--- src/design/cfa_pkg.sv ---
// Package for the contiguous frame allocator: codes, types, widths.
// No dependencies.
`timescale 1ns / 1ps
`default_nettype none
package cfa_pkg;

  // Frame state codes
  typedef enum logic [1:0] {
    FS_FREE  = 2'd0,
    FS_ALLOC = 2'd1,
    FS_HEAD  = 2'd2,
    FS_RSVD  = 2'd3
  } frame_state_t;

  // Request codes
  typedef enum logic [1:0] {
    ACT_ALLOC   = 2'd0,
    ACT_RELEASE = 2'd1,
    ACT_MARK    = 2'd2,
    ACT_NONE    = 2'd3
  } action_t;

  // Result status codes
  localparam logic [2:0] STAT_OK      = 3'd0;
  localparam logic [2:0] STAT_NOFIT   = 3'd1;
  localparam logic [2:0] STAT_RANGE   = 3'd2;
  localparam logic [2:0] STAT_NOTHEAD = 3'd3;
  localparam logic [2:0] STAT_ZERO    = 3'd4;

  // Configuration register indexes
  localparam logic [1:0] REG_BASE_FRAME  = 2'd0;
  localparam logic [1:0] REG_POOL_FRAMES = 2'd1;

  localparam int FNW = 20;  // frame number width
  localparam int CNW = 11;  // count width
  localparam logic [CNW-1:0] CNT_MAX = '1;

  typedef enum logic [2:0] {
    ST_IDLE,
    ST_CHECK,
    ST_SCAN,
    ST_WRITE,
    ST_DONE
  } ctrl_state_t;

  // Shift control handed to every cell of the ring
  typedef struct packed {
    logic shift;
  } cell_ctrl_t;

endpackage
`default_nettype wire

--- src/design/cfa_cell.sv ---
// One frame cell of the state ring: holds a 2-bit frame state.
// Depends on cfa_pkg.
`timescale 1ns / 1ps
`default_nettype none
module cfa_cell
  import cfa_pkg::*;
(
  input  wire logic         clk,
  input  wire logic         rst_n,
  input  wire cell_ctrl_t   ctrl,
  input  wire frame_state_t d_in,
  output frame_state_t      q
);

  frame_state_t q_r;

  // Take the neighbour's state on every shift; reset to free
  always_ff @(posedge clk) begin
    if (!rst_n) begin
      q_r <= FS_FREE;
    end else if (ctrl.shift) begin
      q_r <= d_in;
    end
  end

  assign q = q_r;

endmodule
`default_nettype wire

--- src/design/contiguous_frame_allocator_core.sv ---
// Contiguous frame allocator: ring of frame cells rotated past one controller.
// Each request runs through check and done; release and mark add a write rotation,
// allocate adds a search rotation and, with a fit, a write rotation; a request
// refused by the range or count check goes straight to done. One request at a time.
// Result strobe out_valid lasts one cycle; the receiver cannot stall.
// Reset (rst_n, synchronous): all frames free, base_frame 0, pool_frames 1024.
`timescale 1ns / 1ps
`default_nettype none
module contiguous_frame_allocator_core
  import cfa_pkg::*;
#(
  parameter int FRAMES = 1024
) (
  input  wire logic             clk,
  input  wire logic             rst_n,
  input  wire logic             start,
  output logic                  busy,
  input  wire logic [1:0]       in_action,
  input  wire logic [FNW-1:0]   in_frame_number,
  input  wire logic [CNW-1:0]   in_frame_count,
  output logic                  out_valid,
  output logic [2:0]            out_status,
  output logic [FNW-1:0]        out_first_frame,
  output logic [CNW-1:0]        out_frames_changed,
  input  wire logic             cfg_valid,
  output logic                  cfg_ready,
  input  wire logic [1:0]       cfg_index,
  input  wire logic [FNW-1:0]   cfg_data
);

  localparam int IW = (FRAMES > 1) ? $clog2(FRAMES) : 1;
  localparam int NW = $clog2(FRAMES + 1);
  localparam int PW = (NW > CNW) ? NW : CNW;
  localparam int EW = PW + 1;
  localparam int AW = FNW + 1;
  localparam logic [IW-1:0] P_LAST = IW'(FRAMES - 1);

  ctrl_state_t state_r, state_nxt;

  logic [FNW-1:0] base_r;
  logic [CNW-1:0] pool_r;
  action_t        act_r;
  logic [FNW-1:0] fn_r;
  logic [CNW-1:0] cnt_r;

  logic [IW-1:0]  p_r, p_nxt;
  logic [PW-1:0]  n_r, n_nxt;
  logic [PW-1:0]  idx_r, idx_nxt;
  logic [PW-1:0]  start_r, start_nxt;
  logic [CNW-1:0] run_r, run_nxt;
  logic           found_r, found_nxt;
  logic           is_rel_r, is_rel_nxt;
  logic           rel_act_r, rel_act_nxt;
  logic           nothead_r, nothead_nxt;
  logic [CNW-1:0] chg_r, chg_nxt;
  logic [2:0]     status_r, status_nxt;
  logic [FNW-1:0] first_r, first_nxt;

  frame_state_t   cell_q [FRAMES];
  frame_state_t   new_v;
  cell_ctrl_t     cell_ctrl;

  logic           accept;
  logic [PW-1:0]  p_ext;
  logic           in_pool;
  logic           in_rng;
  logic [EW-1:0]  end_pos;
  logic [AW-1:0]  pool_end;
  logic [AW-1:0]  mark_end;
  logic [PW-1:0]  pool_ext;
  logic [FNW-1:0] fn_off;

  assign accept = start && !busy;

  // Ring of cells: cell 0 is seen by the controller, its update enters at the tail
  for (genvar i = 0; i < FRAMES; i++) begin : g_cell
    frame_state_t d;
    if (i == FRAMES - 1) begin : g_tail
      assign d = new_v;
    end else begin : g_mid
      assign d = cell_q[i+1];
    end
    cfa_cell u_cell (
      .clk   (clk),
      .rst_n (rst_n),
      .ctrl  (cell_ctrl),
      .d_in  (d),
      .q     (cell_q[i])
    );
  end

  // Configuration registers
  always_ff @(posedge clk) begin
    if (!rst_n) begin
      base_r <= '0;
      pool_r <= CNW'(1024);
    end else if (cfg_valid && cfg_ready) begin
      case (cfg_index)
        REG_BASE_FRAME:  base_r <= cfg_data;
        REG_POOL_FRAMES: pool_r <= cfg_data[CNW-1:0];
        default: ;
      endcase
    end
  end

  // Request capture
  always_ff @(posedge clk) begin
    if (accept) begin
      act_r <= action_t'(in_action);
      fn_r  <= in_frame_number;
      cnt_r <= in_frame_count;
    end
  end

  // Controller state
  always_ff @(posedge clk) begin
    if (!rst_n) begin
      state_r <= ST_IDLE;
    end else begin
      state_r <= state_nxt;
    end
  end

  // Datapath registers
  always_ff @(posedge clk) begin
    p_r       <= p_nxt;
    n_r       <= n_nxt;
    idx_r     <= idx_nxt;
    start_r   <= start_nxt;
    run_r     <= run_nxt;
    found_r   <= found_nxt;
    is_rel_r  <= is_rel_nxt;
    rel_act_r <= rel_act_nxt;
    nothead_r <= nothead_nxt;
    chg_r     <= chg_nxt;
    status_r  <= status_nxt;
    first_r   <= first_nxt;
  end

  // Shared address arithmetic
  assign pool_ext = PW'(pool_r);
  assign p_ext    = PW'(p_r);
  assign in_pool  = p_ext < n_r;
  assign end_pos  = EW'(idx_r) + EW'(cnt_r);
  assign in_rng   = (p_ext >= idx_r) && (EW'(p_ext) < end_pos);
  assign pool_end = AW'(base_r) + AW'(n_r);
  assign mark_end = AW'(fn_r) + AW'(cnt_r);
  assign fn_off   = fn_r - base_r;

  // Next state
  always_comb begin
    state_nxt = state_r;
    case (state_r)
      ST_IDLE: begin
        if (accept) state_nxt = ST_CHECK;
      end
      ST_CHECK: begin
        state_nxt = ST_DONE;
        case (act_r)
          ACT_ALLOC: begin
            if (cnt_r != '0 && PW'(cnt_r) <= n_r) state_nxt = ST_SCAN;
          end
          ACT_RELEASE: begin
            if (fn_r >= base_r && AW'(fn_r) < pool_end) state_nxt = ST_WRITE;
          end
          ACT_MARK: begin
            if (cnt_r != '0 && fn_r >= base_r && mark_end <= pool_end) begin
              state_nxt = ST_WRITE;
            end
          end
          default: ;
        endcase
      end
      ST_SCAN: begin
        if (p_r == P_LAST) state_nxt = found_nxt ? ST_WRITE : ST_DONE;
      end
      ST_WRITE: begin
        if (p_r == P_LAST) state_nxt = ST_DONE;
      end
      ST_DONE: state_nxt = ST_IDLE;
      default: state_nxt = ST_IDLE;
    endcase
  end

  // Datapath next values and the value written back into the ring
  always_comb begin
    p_nxt       = p_r;
    n_nxt       = n_r;
    idx_nxt     = idx_r;
    start_nxt   = start_r;
    run_nxt     = run_r;
    found_nxt   = found_r;
    is_rel_nxt  = is_rel_r;
    rel_act_nxt = rel_act_r;
    nothead_nxt = nothead_r;
    chg_nxt     = chg_r;
    status_nxt  = status_r;
    first_nxt   = first_r;
    new_v       = cell_q[0];
    case (state_r)
      ST_IDLE: begin
        n_nxt = (pool_ext > PW'(FRAMES)) ? PW'(FRAMES) : pool_ext;
      end
      ST_CHECK: begin
        p_nxt       = '0;
        run_nxt     = '0;
        found_nxt   = 1'b0;
        rel_act_nxt = 1'b0;
        nothead_nxt = 1'b0;
        chg_nxt     = '0;
        first_nxt   = '0;
        idx_nxt     = fn_off[PW-1:0];
        is_rel_nxt  = (act_r == ACT_RELEASE);
        status_nxt  = STAT_RANGE;
        case (act_r)
          ACT_ALLOC: begin
            if (cnt_r == '0)              status_nxt = STAT_ZERO;
            else if (PW'(cnt_r) > n_r)    status_nxt = STAT_NOFIT;
            else                          status_nxt = STAT_OK;
          end
          ACT_RELEASE: begin
            if (fn_r >= base_r && AW'(fn_r) < pool_end) status_nxt = STAT_OK;
          end
          ACT_MARK: begin
            if (cnt_r == '0) status_nxt = STAT_ZERO;
            else if (fn_r >= base_r && mark_end <= pool_end) status_nxt = STAT_OK;
          end
          default: ;
        endcase
      end
      ST_SCAN: begin
        // First-fit search: count the free run passing the controller
        p_nxt = p_r + 1'b1;
        if (!found_r && in_pool) begin
          if (cell_q[0] == FS_FREE) begin
            if (run_r == '0) start_nxt = p_ext;
            run_nxt = run_r + 1'b1;
            if (run_nxt == cnt_r) found_nxt = 1'b1;
          end else begin
            run_nxt = '0;
          end
        end
        if (p_r == P_LAST) begin
          if (found_nxt) begin
            idx_nxt   = start_nxt;
            first_nxt = base_r + FNW'(start_nxt);
            p_nxt     = '0;
          end else begin
            status_nxt = STAT_NOFIT;
          end
        end
      end
      ST_WRITE: begin
        p_nxt = p_r + 1'b1;
        if (is_rel_r) begin
          // Release: head first, then the followers until a non-follower
          if (p_ext == idx_r) begin
            if (cell_q[0] != FS_HEAD) begin
              nothead_nxt = 1'b1;
            end else begin
              new_v       = FS_FREE;
              chg_nxt     = CNW'(1);
              rel_act_nxt = 1'b1;
            end
          end else if (rel_act_r && in_pool && p_ext > idx_r) begin
            if (cell_q[0] == FS_ALLOC) begin
              new_v   = FS_FREE;
              chg_nxt = (chg_r == CNT_MAX) ? chg_r : chg_r + 1'b1;
            end else begin
              rel_act_nxt = 1'b0;
            end
          end
        end else if (in_rng) begin
          // Mark or allocate: head then followers over the range
          new_v = (p_ext == idx_r) ? FS_HEAD : FS_ALLOC;
          if (cell_q[0] != new_v) begin
            chg_nxt = (chg_r == CNT_MAX) ? chg_r : chg_r + 1'b1;
          end
        end
        if (p_r == P_LAST && nothead_nxt) status_nxt = STAT_NOTHEAD;
      end
      default: ;
    endcase
  end

  // Outputs
  always_comb begin
    busy               = (state_r != ST_IDLE);
    cfg_ready          = (state_r == ST_IDLE);
    cell_ctrl.shift    = (state_r == ST_SCAN) || (state_r == ST_WRITE);
    out_valid          = (state_r == ST_DONE);
    out_status         = status_r;
    out_first_frame    = (status_r == STAT_OK) ? first_r : '0;
    out_frames_changed = (status_r == STAT_OK) ? chg_r : '0;
  end

endmodule
`default_nettype wire

--- config.mk ---
export PLATFORM = sky130hd
export DESIGN_NAME = contiguous_frame_allocator_core
export DESIGN_NICKNAME = d
export VERILOG_FILES = /design/src/design/cfa_pkg.sv /design/src/design/cfa_cell.sv /design/src/design/contiguous_frame_allocator_core.sv
export SDC_FILE = /design/constraint.sdc
export NUM_CORES = 2
export LEC_CHECK = 0
export ABC_AREA = 1
export BUFFER_PORTS_ARGS = -buffer_cell sky130_fd_sc_hd__buf_2
export CORE_MARGIN = 2
export CORE_UTILIZATION = 48
export DETAILED_ROUTE_END_ITERATION = 8
export PLACE_DENSITY = 0.78
export SETUP_SLACK_MARGIN = 0.5
export SLEW_MARGIN = 30
export SYNTH_ARGS = -nofsm -noshare
export SYNTH_HDL_FRONTEND = slang
export SYNTH_SLANG_ARGS = --single-unit
--- constraint.sdc ---
create_clock -name clk -period 3.92 [get_ports clk]
set_input_delay 0.392 -clock clk [delete_from_list [all_inputs] [get_ports clk]]
set_output_delay 0.392 -clock clk [all_outputs]
set_load 0.02 [all_outputs]
=== After elaboration in Yosys (flattened, before gate mapping) ===
Cells that the tools add are included.

* Add/sub/neg operators: 8
* Magnitude comparators: 10
* Eq/ne operators: 30
* Multiplexer cells: 70
* Reductions and logical operators: 35

{| class="wikitable"
|+ Operator list
! kind !! count
|-
| 11-bit two-way mux || 17
|-
| 11-bit case mux with 2 select lines || 3
|-
| 20-bit two-way mux || 3
|-
| 20-bit by 11-bit adder with 21-bit output || 2
|-
| 20-bit case mux with 2 select lines || 1
|-
| 3-bit two-way mux || 12
|-
| 10-bit case mux with 3 select lines || 1
|-
| 3-bit case mux with 3 select lines || 3
|-
| 11-bit by 1-bit adder with 11-bit output (second input constant) || 2
|-
| 11-bit logical NOT || 2
|-
| 21-bit less-or-equal comparator || 1
|-
| 20-bit by 21-bit < comparator with 1-bit output || 1
|-
| 20-bit by 11-bit adder with 20-bit output || 1
|-
| 20-bit greater-or-equal comparator || 1
|-
| 10-bit two-way mux || 2
|-
| 2-bit two-way mux || 10
|-
| 2-bit inequality test (second input constant) || 8
|-
| 3-bit inequality test (second input constant) || 5
|-
| 1-bit two-way mux || 14
|-
| 11-bit by 11-bit adder with 12-bit output || 1
|-
| 1-bit logical AND || 12
|-
| 10-bit by 12-bit < comparator with 1-bit output || 1
|-
| 4-bit inequality test (second input constant) || 3
|-
| 3-bit case mux with 4 select lines || 1
|-
| other kinds (32) || 46
|}

* Bits in registers: 2,207
* Bits of input ports: 59
* Output and inout port bits: 37
* Logic and storage cells: 1,195

=== Logic depth before layout (Yosys ltp) ===
* Word-level depth: 10
* Depth in mapped cells: 27
* Depth with buffers taken out: 27

=== Hierarchy ===
From an unflattened synthesis, not the netlist that was laid out.

* Cell total of the unflattened synthesis: 13,844
* Area total of the unflattened synthesis: 91,570.3 µm²

{| class="wikitable"
|+ Modules (own cells, without submodules)
! module !! times used !! cells each !! area each (µm²) !! sequential area each (µm²)
|-
| cfa_cell || 1,024 || 12 || 77.6 || 40.0
|-
| contiguous_frame_allocator_core || 1 || 1,556 || 12,134.1 || 4,424.2
|}

=== Worst setup path before layout ===
Ideal clock, no wire load.

* Path type: register -> register
* Start: register cnt_r[2]
* End: register chg_r[0], enable pin
* Library setup time: 0.396 ns
* Arrival time: 3.322 ns
* Data required time: 3.524 ns
* Setup slack: 0.203 ns
* Stages on the path, launching flop included: 19
* Buffers on the path: 0
* Period minus slack after synthesis: 3.717 ns
* Cell sequence: edfxtp_1 ha_1 a21oi_1 nand2_1 nand2_1 a21oi_1 nor2_1 xor2_1 ha_1 a21oi_1 nor2_1 nor3_1 nand2_1 nand2_1 nand2_1 nand3_1 nand2_1 o21ai_0 nor3b_1

* Longest elaborated chain between the ends: 5

{| class="wikitable"
|+ RTL lines
! item !! RTL line !! source
|-
| start: declaration || contiguous_frame_allocator_core.sv:44 || <nowiki>logic [CNW-1:0] cnt_r;</nowiki>
|-
| start signal: assignment || contiguous_frame_allocator_core.sv:111 || <nowiki>cnt_r <= in_frame_count;</nowiki>
|-
| 11-bit by 11-bit adder with 12-bit output || contiguous_frame_allocator_core.sv:144 || <nowiki>assign end_pos = EW'(idx_r) + EW'(cnt_r);</nowiki>
|-
| 10-bit by 12-bit < comparator with 1-bit output || contiguous_frame_allocator_core.sv:145 || <nowiki>assign in_rng = (p_ext >= idx_r) && (EW'(p_ext) < end_pos);</nowiki>
|-
| 1-bit logical AND || contiguous_frame_allocator_core.sv:145 ||
|-
| 3-bit inequality test (no source line) || -- ||
|-
| 6-bit AND reduction (no source line) || -- ||
|-
| end signal: assignment || contiguous_frame_allocator_core.sv:135 || <nowiki>chg_r <= chg_nxt;</nowiki>
|-
| end: declaration || contiguous_frame_allocator_core.sv:55 || <nowiki>logic [CNW-1:0] chg_r, chg_nxt;</nowiki>
|}

Every way passes these cells.
A chain may end at the register's enable or synchronous reset.

=== Worst setup path in the final report ===
* Start: register n_r[4]
* End: register first_r[19] (data pin)

* Longest elaborated chain between the ends: 8

{| class="wikitable"
|+ RTL lines
! item !! RTL line !! source
|-
| start: declaration || contiguous_frame_allocator_core.sv:47 || <nowiki>logic [PW-1:0] n_r, n_nxt;</nowiki>
|-
| start signal: assignment || contiguous_frame_allocator_core.sv:127 || <nowiki>n_r <= n_nxt;</nowiki>
|-
| 10-bit by 11-bit < comparator with 1-bit output || contiguous_frame_allocator_core.sv:143 || <nowiki>assign in_pool = p_ext < n_r;</nowiki>
|-
| 1-bit logical AND || contiguous_frame_allocator_core.sv:234 || <nowiki>if (!found_r && in_pool) begin</nowiki>
|-
| 11-bit two-way mux || contiguous_frame_allocator_core.sv:234 ||
|-
| 11-bit two-way mux || contiguous_frame_allocator_core.sv:200 || <nowiki>case (state_r)</nowiki>
|-
| 20-bit by 11-bit adder with 20-bit output || contiguous_frame_allocator_core.sv:246 || <nowiki>first_nxt = base_r + FNW'(start_nxt);</nowiki>
|-
| 20-bit two-way mux || contiguous_frame_allocator_core.sv:244 || <nowiki>if (found_nxt) begin</nowiki>
|-
| 20-bit two-way mux || contiguous_frame_allocator_core.sv:243 || <nowiki>if (p_r == P_LAST) begin</nowiki>
|-
| 20-bit case mux with 2 select lines || contiguous_frame_allocator_core.sv:200 ||
|-
| end signal: assignment || contiguous_frame_allocator_core.sv:137 || <nowiki>first_r <= first_nxt;</nowiki>
|-
| end: declaration || contiguous_frame_allocator_core.sv:57 || <nowiki>logic [FNW-1:0] first_r, first_nxt;</nowiki>
|}

Every way passes these cells. The select of a mux whose other input is x is not followed.

==> impl_metrics.xml <==
<?xml version="1.0" encoding="UTF-8"?>
<metrics>
  <group name="floorplanning">
    <metric name="initial_core_utilization" unit="%">48.2</metric>
    <metric name="floorplan.die_area" unit="um^2">173000</metric>
    <metric name="num_rows" unit="">151</metric>
    <metric name="core-area" unit="um^2">169000</metric>
    <metric name="design.portCount" unit="">96</metric>
    <metric name="fp.dieH" unit="um">416</metric>
    <metric name="die_w" unit="um">416</metric>
  </group>
  <group name="cells_and_area">
    <metric name="final_nets" unit="">10400</metric>
    <metric name="final_util" unit="%">54.8</metric>
    <metric name="layout.cells.non_filler" unit="">12600</metric>
    <metric name="filler_cell_count" unit="">14700</metric>
    <metric name="multi_input_area" unit="um^2">33400</metric>
    <metric name="share_of_final_layout_standard_cells_stronger_than_drive_strength_1" unit="%">7.77</metric>
    <metric name="seq_area" unit="um^2">45400</metric>
    <metric name="layout_stage_area_growth_over_the_synthesis_result" unit="%">13.6</metric>
  </group>
  <group name="setup_path">
    <metric name="worst-setup-path-type" unit="">register to register</metric>
    <metric name="setup.worst_path.start" unit="">n_r[4]$_SDFFCE_PN0P_</metric>
    <metric name="timing.critical_path.mode_cell" unit="">sky130_fd_sc_hd__nand2_1</metric>
    <metric name="setup.worst_path.end_class" unit="">register</metric>
    <metric name="worst-r2r-cell-count" unit="">24</metric>
    <metric name="critical_path_required" unit="ps">4500</metric>
    <metric name="critical_path.cell_chain" unit="">buf_6 -&gt; inv_4 -&gt; ha_4 -&gt; nand2_2 -&gt; nand2_1 -&gt; nand2_1 -&gt; nand2_1 -&gt; nand2_2 -&gt; nand2_4 -&gt; nor3_4 -&gt; nand2_4 -&gt; buf_16 -&gt; nand2_1 -&gt; o21ai_2 -&gt; ha_4 -&gt; nand2_1 -&gt; inv_2 -&gt; a21oi_4 -&gt; o21ai_4 -&gt; a21boi_4 -&gt; o21ai_4 -&gt; nand2_1 -&gt; o21ai_1 -&gt; a21oi_1</metric>
    <metric name="timing.critical_path.slowest_cell_delay" unit="ps">420</metric>
    <metric name="r2r-start" unit="">n_r[4]$_SDFFCE_PN0P_</metric>
    <metric name="critical_path_arrival" unit="ps">4210</metric>
    <metric name="timing.critical_path.slowest_stage_cell" unit="">sky130_fd_sc_hd__edfxtp_1</metric>
    <metric name="setup.reg_to_reg.worst_slack" unit="ps">290</metric>
    <metric name="setup.worst_path.start_class" unit="">register</metric>
    <metric name="max_fo_critical_path" unit="">10</metric>
    <metric name="critical_path.reg2reg.endpoint" unit="">first_r[19]$_SDFFCE_PN0P_</metric>
  </group>
  <group name="grt">
    <metric name="globalRouteMet3Util" unit="%">3.22</metric>
    <metric name="number_of_global_route_vias_before_repair" unit="">57500</metric>
    <metric name="top_usage_layer" unit="">met2</metric>
    <metric name="number_of_antenna_violations_at_the_first_check_in_global_routing" unit="">1</metric>
    <metric name="grtUsageMet1" unit="%">23.8</metric>
    <metric name="global_routing_usage_on_met2" unit="%">28.9</metric>
    <metric name="grt_max_degree" unit="">325</metric>
    <metric name="grt_pass1_wl" unit="um">268000</metric>
    <metric name="overflow" unit="">0</metric>
    <metric name="globalRouteTotalUtil" unit="%">17.7</metric>
  </group>
  <group name="min_path">
    <metric name="hold_path.class" unit="">input port to register</metric>
    <metric name="hold_path_end" unit="">base_r[0]$_SDFFE_PN0P_</metric>
    <metric name="hold_path_depth" unit="">5</metric>
    <metric name="hold_start" unit="">cfg_index[1]</metric>
  </group>
  <group name="clock_network">
    <metric name="htree_num_levels" unit="">4</metric>
    <metric name="insertion_delay" unit="ps">860</metric>
    <metric name="max-clock-path-buffers" unit="">3</metric>
    <metric name="path_clk_slew" unit="ps">60</metric>
    <metric name="clock_sinks" unit="">2207</metric>
    <metric name="clock_tree_from_tritoncts" unit="">built</metric>
    <metric name="cts_buffers" unit="">206</metric>
    <metric name="clock-root-buffer" unit="">sky130_fd_sc_hd__clkbuf_16</metric>
  </group>
  <group name="route">
    <metric name="route.detailed.wl_per_inst" unit="um">12.7</metric>
    <metric name="drt_wl_total" unit="um">160000</metric>
    <metric name="detailroute.via_count" unit="">64100</metric>
    <metric name="post_drt_via_cell_ratio" unit="">5.07</metric>
    <metric name="post-route-drc-count" unit="">0</metric>
    <metric name="drt_pass1_iterations" unit="">8</metric>
    <metric name="first_iter_violations" unit="">5669</metric>
    <metric name="postRouteAntennaNets" unit="">0</metric>
  </group>
  <group name="logic_synthesis">
    <metric name="syn-instance-count" unit="">10400</metric>
    <metric name="post_synth_xor_area_fraction" unit="%">0.673</metric>
    <metric name="synthSimpleGateAreaFrac" unit="%">22.3</metric>
    <metric name="synth-adder-area-share" unit="%">2.38</metric>
    <metric name="synth.net_count" unit="">10600</metric>
    <metric name="mappedNetlistArea" unit="um^2">81600</metric>
    <metric name="synth_compound_area_share" unit="%">14.4</metric>
    <metric name="ys_types" unit="">53</metric>
    <metric name="mux_cell_area_share_after_synthesis" unit="%">0</metric>
    <metric name="synth_top_family_by_area" unit="">simple AND/OR/NAND/NOR gates</metric>
    <metric name="synthesis.yosys.warnings" unit="">0</metric>
    <metric name="synth-seq-cells" unit="">2207</metric>
    <metric name="synth.yosys.seq_area_share" unit="%">55.7</metric>
    <metric name="post_synthesis_mean_instance_area" unit="um^2">7.84</metric>
  </group>
  <group name="sta">
    <metric name="final_report_hold_violation_count" unit="">0</metric>
    <metric name="fin_worst_skew" unit="ps">43.2</metric>
    <metric name="slew_headroom" unit="%">29.1</metric>
    <metric name="final_worst_path_cycle_share" unit="%">92.6</metric>
    <metric name="final.setup.tns" unit="ps">0</metric>
    <metric name="setup_viol" unit="">0</metric>
    <metric name="final.hold.worst_slack" unit="ps">98.8</metric>
    <metric name="timing_max_transition_violations_final" unit="">0</metric>
    <metric name="maxClockFrequency" unit="MHz">275</metric>
    <metric name="rsz0062_at_grt" unit="">true</metric>
    <metric name="finalCriticalPeriod" unit="ps">3630</metric>
    <metric name="worst_pin_slew" unit="ps">1060</metric>
    <metric name="final_critical_path_setup_slack" unit="ps">290</metric>
  </group>
  <group name="power_and_ir_drop">
    <metric name="ir_worst_vdd" unit="mV">0.398</metric>
    <metric name="static-leakage-power" unit="nW">34.9</metric>
    <metric name="pwr_density_cell" unit="nW/um^2">729</metric>
  </group>
  <group name="placement">
    <metric name="hpwlAfterDp" unit="um">90800</metric>
    <metric name="placer_s_final_routability_congestion_estimate" unit="">0.918</metric>
    <metric name="dp_slack" unit="ps">54.6</metric>
    <metric name="dp.cells" unit="">12100</metric>
    <metric name="numPortBuffers" unit="">95</metric>
  </group>
  <group name="flow_run">
    <metric name="cap_violations" unit="">0</metric>
  </group>
  <group name="run_status">
    <metric name="outcome" unit="">complete, no violations</metric>
  </group>
</metrics>
## metal layers
| metal | up-vias | routed length [um] | part of all wire (%) |
|---|---|---|---|
| met3 | 258 | 6850 | 4.3 |
| met5 | - | 0 | 0 |
| met1 | 29600 | 75800 | 47 |
| li1 | 33100 | - | - |
| met4 | 0 | 3840 | 2.4 |
| met2 | 1123 | 73600 | 46 |
## per-stage QoR
stage / power [mW] / instance area [um^2]
after global routing: 72.1 / 92600
after detailed placement: 46.1 / 83300
after CTS: 67.5 / 91800
final: 67.5 / 92600
after floorplan: 42.2 / 81600
after global placement: 45.4 / 83300
## cells by family after synthesis
family	Yosys count
xor gates and xnor gates	61
and+or+nand+nor	4730
AOI/OAI and AO/OA	2318
buffers and inverters	934
adders and majority gates	152
DFF	2207
## layout by cell type (no fill, tap or decap), types with 7 or more instances in the layout
| cell | Yosys | routed |
|---|---|---|
| sky130_fd_sc_hd__o21ai_1 | 5 | 7 |
| sky130_fd_sc_hd__a21oi_2 | 1 | 16 |
| sky130_fd_sc_hd__xor2_1 | 41 | 40 |
| sky130_fd_sc_hd__dfxtp_1 | 2083 | 2082 |
| sky130_fd_sc_hd__xnor2_1 | 19 | 17 |
| sky130_fd_sc_hd__nor2_1 | 4231 | 4218 |
| sky130_fd_sc_hd__nor2_4 | 4 | 10 |
| sky130_fd_sc_hd__buf_12 | 0 | 34 |
| sky130_fd_sc_hd__a31oi_1 | 9 | 7 |
| sky130_fd_sc_hd__inv_1 | 223 | 213 |
| sky130_fd_sc_hd__inv_2 | 4 | 10 |
| sky130_fd_sc_hd__bufinv_16 | 0 | 20 |
| sky130_fd_sc_hd__dlygate4sd3_1 | 0 | 55 |
| sky130_fd_sc_hd__ha_4 | 0 | 25 |
| sky130_fd_sc_hd__clkbuf_1 | 513 | 48 |
| sky130_fd_sc_hd__nand3_2 | 3 | 18 |
| sky130_fd_sc_hd__o21ai_0 | 2107 | 2100 |
| sky130_fd_sc_hd__clkinv_2 | 0 | 43 |
| sky130_fd_sc_hd__clkbuf_8 | 0 | 46 |
| sky130_fd_sc_hd__nor2_2 | 10 | 17 |
| sky130_fd_sc_hd__edfxtp_1 | 124 | 124 |
| sky130_fd_sc_hd__o21ai_4 | 0 | 12 |
| sky130_fd_sc_hd__buf_2 | 187 | 94 |
| sky130_fd_sc_hd__buf_6 | 1 | 18 |
| sky130_fd_sc_hd__o21ai_2 | 15 | 8 |
| sky130_fd_sc_hd__ha_1 | 147 | 121 |
| sky130_fd_sc_hd__nand2_4 | 2 | 11 |
| sky130_fd_sc_hd__clkbuf_16 | 0 | 207 |
| sky130_fd_sc_hd__nand2_2 | 7 | 29 |
| sky130_fd_sc_hd__nor3_1 | 28 | 25 |
| sky130_fd_sc_hd__a21oi_1 | 147 | 127 |
| sky130_fd_sc_hd__clkinv_16 | 0 | 11 |
| sky130_fd_sc_hd__o21a_1 | 8 | 8 |
| sky130_fd_sc_hd__nand3_1 | 68 | 50 |
| sky130_fd_sc_hd__nand2_1 | 321 | 289 |
| sky130_fd_sc_hd__buf_4 | 1 | 124 |
| sky130_fd_sc_hd__nand4_1 | 30 | 30 |
## synth_stat cells (all sizes together)
library cell / count / area share [%]
nor2: 4245 / 20
o2111a: 1 / 0.014
or3: 2 / 0.015
o211ai: 3 / 0.028
fa: 5 / 0.12
a211oi: 1 / 0.0092
a31oi: 9 / 0.069
xor2: 41 / 0.44
o21bai: 5 / 0.046
nand4: 30 / 0.23
and3: 1 / 0.0077
buf: 194 / 1.2
nor3: 28 / 0.17
edfxtp: 124 / 4.6
nand2: 330 / 1.6
clkbuf: 513 / 2.4
a21oi: 148 / 0.91
or2: 6 / 0.046
a31o: 1 / 0.011
nand3: 71 / 0.45
a21boi: 4 / 0.037
o2111ai: 2 / 0.021
a221oi: 1 / 0.011
nor3b: 5 / 0.064
xor3: 1 / 0.029
ha: 147 / 2.3
dfxtp: 2083 / 51
inv: 227 / 1.0
a21o: 3 / 0.028
o21a: 8 / 0.074
and2: 1 / 0.0077
a22oi: 3 / 0.028
nor4: 5 / 0.046
o21ai: 2127 / 13
o31ai: 2 / 0.018
xnor2: 19 / 0.20
nand3b: 6 / 0.055
## state kept, by name, indices dropped and copies added, names as in the netlist, 3 cells and up
name and count:
first_r 20, run_r 11, out_status 3, start_r 11
g_cell.u_cell.q 2048, pool_ext 11, n_r 11, fn_r 20
chg_r 11, cnt_r 11, base_r 20, idx_r 11
p_r 10, state_r 3
## worst max-delay path, delay by kind of cell (launching register included)
family / cells / cell delay, ps
adder cells (fa/ha/maj): 2 / 500
AND/OR/NAND/NOR: 11 / 1030
buffers and inverters: 4 / 450
AO/OA/AOI/OAI: 7 / 950
flip-flops: 1 / 420
## how the worst max path moves through the flow
stage | endpoint | depth (start not counted)
CTS | state_r[0]$_SDFFE_PN0P_ | 27
floorplan | out_status[1]$_DFFE_PP_ | 22
finish | first_r[19]$_SDFFCE_PN0P_ | 24
global route | state_r[0]$_SDFFE_PN0P_ | 25
global placement | state_r[1]$_SDFFE_PN0P_ | 25
detailed placement | state_r[0]$_SDFFE_PN0P_ | 27
## final cells by class
| cell class | count | share of cell area (%) |
|---|---|---|
| Antenna cell | 1 | 0.00270 |
| Timing Repair Buffer | 330 | 3.17 |
| Tap cell | 2218 | 3.00 |
| Sequential cell | 2207 | 49.0 |
| Inverter | 227 | 0.936 |
| Clock inverter | 85 | 1.36 |
| Clock buffer | 301 | 6.47 |
| Multi-Input combinational cell | 7261 | 36.0 |
## power breakdown
group	internal (mW)	switching, mW	total (mW)
clock	12.0	8.68	20.7
combinational	6.34	10.3	16.7
sequential	27.7	2.43	30.1
## what timing repair did
action	in CTS	in global routing
endpoints found under the hold margin	66	0
hold buffers	55	0
resized for setup	99	119
pin swaps	45	78
buffers inserted	20	40
setup endpoints to repair	28	28
gates cloned	2	0
(Power assumes the default switching activity.)
